File: src/sv/text_console_writer_macros.svh
// Assertion macros for the text console writer.
// Included by the RTL files that carry concurrent checks; no other dependencies.
`ifndef TEXT_CONSOLE_WRITER_MACROS_SVH
`define TEXT_CONSOLE_WRITER_MACROS_SVH

`ifndef SYNTHESIS
`define TCW_ASSERT_IMPLY(label, clk, rstn, ante, cons) \
    label: assert property (@(posedge clk) disable iff (!(rstn)) (ante) |-> (cons)) \
        else $error("check failed");
`define TCW_ASSERT_NEXT(label, clk, rstn, ante, cons) \
    label: assert property (@(posedge clk) disable iff (!(rstn)) (ante) |=> (cons)) \
        else $error("check failed");
`else
`define TCW_ASSERT_IMPLY(label, clk, rstn, ante, cons)
`define TCW_ASSERT_NEXT(label, clk, rstn, ante, cons)
`endif

`endif

File: src/sv/tcw_pkg.sv
// Shared constants and types for the text console writer.
// No dependencies; imported by tcw_cursor, text_console_writer and the testbench.
`default_nettype none

package tcw_pkg;

    localparam int COLUMNS    = 80;
    localparam int ROWS       = 25;
    localparam int CELL_COUNT = COLUMNS * ROWS;
    localparam int ADDR_W     = $clog2(CELL_COUNT);
    localparam int COL_W      = 7;
    localparam int ROW_W      = 5;

    localparam logic [15:0] RESET_CELL   = 16'h0720;
    localparam logic [7:0]  RESET_ATTR   = 8'h07;
    localparam logic [7:0]  SPACE_CHAR   = 8'h20;
    localparam logic [7:0]  NEWLINE_CHAR = 8'd10;
    localparam logic [7:0]  NULL_CHAR    = 8'd0;

    localparam logic [1:0] OP_PUT   = 2'd0;
    localparam logic [1:0] OP_CLEAR = 2'd1;
    localparam logic [1:0] OP_READ  = 2'd2;

    typedef struct packed {
        logic              wr_en;
        logic [ADDR_W-1:0] addr;
        logic [COL_W-1:0]  col;
        logic [ROW_W-1:0]  row;
        logic              scroll;
    } cursor_step_t;

endpackage

`default_nettype wire

File: src/sv/tcw_cursor.sv
// Cursor advance for one put: cell address, wrap, newline and scroll request.
// Depends on tcw_pkg.
`default_nettype none

module tcw_cursor (
    input  wire logic [tcw_pkg::COL_W-1:0] col,
    input  wire logic [tcw_pkg::ROW_W-1:0] row,
    input  wire logic [7:0]                char_code,
    output tcw_pkg::cursor_step_t          step
);
    import tcw_pkg::*;

    logic [ADDR_W-1:0] row_base;
    logic [COL_W:0]    col_inc;
    logic [ROW_W:0]    row_inc;
    logic              advance;

    assign row_base = ADDR_W'(row) * ADDR_W'(COLUMNS);
    assign col_inc  = {1'b0, col} + (COL_W+1)'(1);
    assign row_inc  = {1'b0, row} + (ROW_W+1)'(1);

    always_comb begin
        step.wr_en  = 1'b0;
        step.addr   = row_base + ADDR_W'(col);
        step.col    = col;
        step.row    = row;
        step.scroll = 1'b0;
        advance     = 1'b0;
        if (char_code == NEWLINE_CHAR) begin
            step.col = '0;
            advance  = 1'b1;
        end else if (char_code != NULL_CHAR) begin
            step.wr_en = 1'b1;
            if (col_inc >= (COL_W+1)'(COLUMNS)) begin
                step.col = '0;
                advance  = 1'b1;
            end else begin
                step.col = col_inc[COL_W-1:0];
            end
        end
        if (advance) begin
            if (row_inc >= (ROW_W+1)'(ROWS)) begin
                step.row    = ROW_W'(ROWS - 1);
                step.scroll = 1'b1;
            end else begin
                step.row = row_inc[ROW_W-1:0];
            end
        end
    end

endmodule

`default_nettype wire

File: config.mk
export PLATFORM = sky130hd
export DESIGN_NAME = tcw_cursor
export DESIGN_NICKNAME = d
export VERILOG_FILES = /design/src/sv/text_console_writer_macros.svh /design/src/sv/tcw_pkg.sv /design/src/sv/tcw_cursor.sv
export SDC_FILE = /design/constraint.sdc
export NUM_CORES = 1
export LEC_CHECK = 0
export BUFFER_PORTS_ARGS = -buffer_cell sky130_fd_sc_hd__buf_2
export CELL_PAD_IN_SITES_DETAIL_PLACEMENT = 0
export CELL_PAD_IN_SITES_GLOBAL_PLACEMENT = 1
export CORE_MARGIN = 5
export CORE_UTILIZATION = 32
export DETAILED_ROUTE_END_ITERATION = 6
export PLACE_DENSITY_LB_ADDON = 0.1
export SLEW_MARGIN = 20
export SYNTH_ARGS = -nofsm -noshare
export SYNTH_HDL_FRONTEND = slang
export SYNTH_SLANG_ARGS = --single-unit
File: constraint.sdc
create_clock -name vclk -period 2.1
set_input_delay 0 -clock vclk [all_inputs]
set_output_delay 0 -clock vclk [all_outputs]
set_load 0.05 [all_outputs]
==> run_results.csv <==
group,metric,value,unit
run_status,outcome,"completed",
global_routing,use_met1,19.5,%
worst_setup_path,end_kind,"output port",
finish,multi_input_area,798,um2
timing,final-setup-viol-count,0,
routing,first_pass_iters,4,
timing,relSlewSlack,67.0,%
global_routing,grt_pass1_vias,962,
floorplanning,num_io_pins,45,
global_routing,antenna_found_initial,0,
global_routing,grt_use_total,12.7,%
timing,finalSetupTns,0,ns
worst_setup_path,path_max_fanout,6,
routing,avgRoutedWirePerCell,12.2,um
routing,antenna_left,0,
global_routing,grt-ovfl-total,0,
worst_setup_path,cp.required,2.10,ns
worst_hold_path,hold_path.class,"input pin to output port",
finish,n_clock_buffer,0,
synth,yosysSeqAreaShare,0,%
routing,detail_route.wirelength,2390,um
synth,synthesis.area,865,um2
clock_tree,post_cts_buffers,0,
synth,synth_nets,160,
finish,area_growth,30.8,%
timing,max_freq,0.513,GHz
routing,dr.first_iter.drc_count,47,
global_routing,use_met2,20.4,%
power_and_ir_drop,leakagePower,0.552,nW
flow_run,maxCapViolations,0,
finish,diodes,0,
power_and_ir_drop,vdd_drop_max,376,uV
routing,viasPerCell,5.33,
floorplanning,row_count,18,
worst_setup_path,arrival,1.95,ns
synth,syn_inst,126,
worst_setup_path,cp_slowest_stage_delay,0.40,ns
global_routing,grt_util_met3,0.826,%
place,dpl.hpwl,2060,um
finish,drive_gt1_share,33.7,%
global_routing,grt_pass1_wl,4000,um
global_routing,grt_max_degree,14,
power_and_ir_drop,p_per_area,420,mW/mm2
floorplanning,die_h,62.0,um
timing,report.final.slew_viol_count,0,
place,post-place-ws,0.0539,ns
floorplanning,die-area,0.00384,mm2
timing,fin_crit,1.95,ns
timing,hold_viol,0,
worst_setup_path,crit_type,"input pin to output port",
synth,yosys.cell_types.count,39,
routing,vias,1044,
floorplanning,fp.dieW,62.0,um
synth,avgSynthCellArea,6.86,um2
place,port_buffers,45,
timing,tightest_slew,0.496,ns
floorplanning,core,0.00252,mm2
global_routing,busiest_layer,"met2",
worst_setup_path,crit_chain,"buf_2 > ha_1 > ha_1 > fa_1 > xor2_2 > o2111ai_1 > xnor2_1 > xnor2_2 > buf_6",
finish,nNetsFinal,202,
worst_setup_path,crit_path_top_delay_cell,"fa_1",
clock_tree,hold_buffers,0,
timing,setup_slack,0.150,ns
place,gp_congestion,0.759,
synth,yosysWarnings,0,
timing,period_share,92.8,%
floorplanning,start_util,34.3,%
worst_setup_path,crit_path_frequent_cell,"ha_1",
finish,num-fill-cells,278,
finish,seq_cells,0,
worst_setup_path,start_kind,"input pin",
finish,regArea,0,um2
routing,drt_drc_violations_left,0,
## worst max-delay path: cells and delay by family
kind	cells	cell delay (ns)
xor+xnor	3	0.56
compound gates	1	0.15
buf+inv	2	0.31
fa+ha+maj	3	0.92
## layout make-up
class,instances,area share [%]
multi-input combinational,109,70.6
timing repair buffer,50,23.8
tap,30,3.32
inverter,7,2.32
## cell usage in the layout, fill, tap and decap left out, drive strengths merged, types with 2 or more instances in the layout
master	count
a21o	2
a21oi	7
a2bb2oi	2
a31oi	4
a32oi	2
buf	50
fa	2
ha	12
inv	7
mux2	2
nand2	13
nand3	8
nand4	4
nor2	11
nor2b	2
nor3	5
nor4	2
o2111ai	2
o21ai	6
o22ai	2
xnor2	6
xor2	2
## logic make-up (layout without fill, tap and decap cells)
group / after synthesis / count (layout) / share of synthesized area (%)
AOI/OAI and AO/OA: 33 / 33 / 27.5
xor gates and xnor gates: 8 / 8 / 8.10
adders and majority gates: 14 / 14 / 22.0
buffers and inverters: 17 / 57 / 9.41
muxes: 2 / 2 / 2.60
and+or+nand+nor: 52 / 52 / 30.4
## timing repair
item	CTS	global route
gates resized for setup	0	4
hold endpoints to repair	0	0
endpoints found under the setup margin	0	1
## stage by stage
| step | utilization, % | cells | area [um2] | power (mW) | hold WS, ns |
|---|---|---|---|---|---|
| after floorplan | - | 126 | 872 | 0.356 | 0.167 |
| after global routing | 44.8 | 196 | 1130 | 0.514 | 0.345 |
| after detailed placement | 44.3 | 196 | 1120 | 0.469 | 0.334 |
| after CTS | 44.3 | 196 | 1120 | 0.471 | 0.334 |
| after global placement | 44.3 | 196 | 1120 | 0.465 | 0.334 |
| final | 44.8 | 196 | 1130 | 0.475 | 0.332 |
## layer usage
metal	vias up	routed length (um)
met5	-	0
met4	0	0
met3	0	158
met2	32	1030
met1	473	1200
li1	539	-
## final timing paths
| check | startpoint | endpoint | slack [ns] | cells after the start |
|---|---|---|---|---|
| worst max-delay path | row[3] | step[23] | 0.15 | 9 |
| worst min-delay path | col[1] | step[14] | 0.33 | 2 |
## power breakdown
group | switching, mW | total (mW) | internal [mW]
registers | 0 | 0 | 0
clock network | 0 | 0 | 0
logic | 0.333 | 0.475 | 0.142
total | 0.333 | 0.475 | 0.142
## Yosys cell counts (2+ instances only)
cell type   n  share of area, %
nand2_1    13               5.6
ha_1       12                17
nor2_1     11               4.8
nand3_1     8               4.6
a21oi_1     7               4.1
inv_1       7               3.0
o21ai_0     6               3.5
xnor2_1     6               6.1
nor3_1      5               2.9
a31oi_1     4               2.9
buf_4       4               3.5
nand4_1     4               2.9
clkbuf_1    3               1.3
a21o_1      2               1.7
a2bb2oi_1   2               2.0
a32oi_1     2               2.0
buf_2       2               1.2
fa_1        2               4.6
mux2_1      2               2.6
nor2b_1     2               1.4
o2111ai_1   2               2.0
o22ai_1     2               1.4
xor2_1      2               2.0
Note: power is estimated with default switching activity, not from simulation.
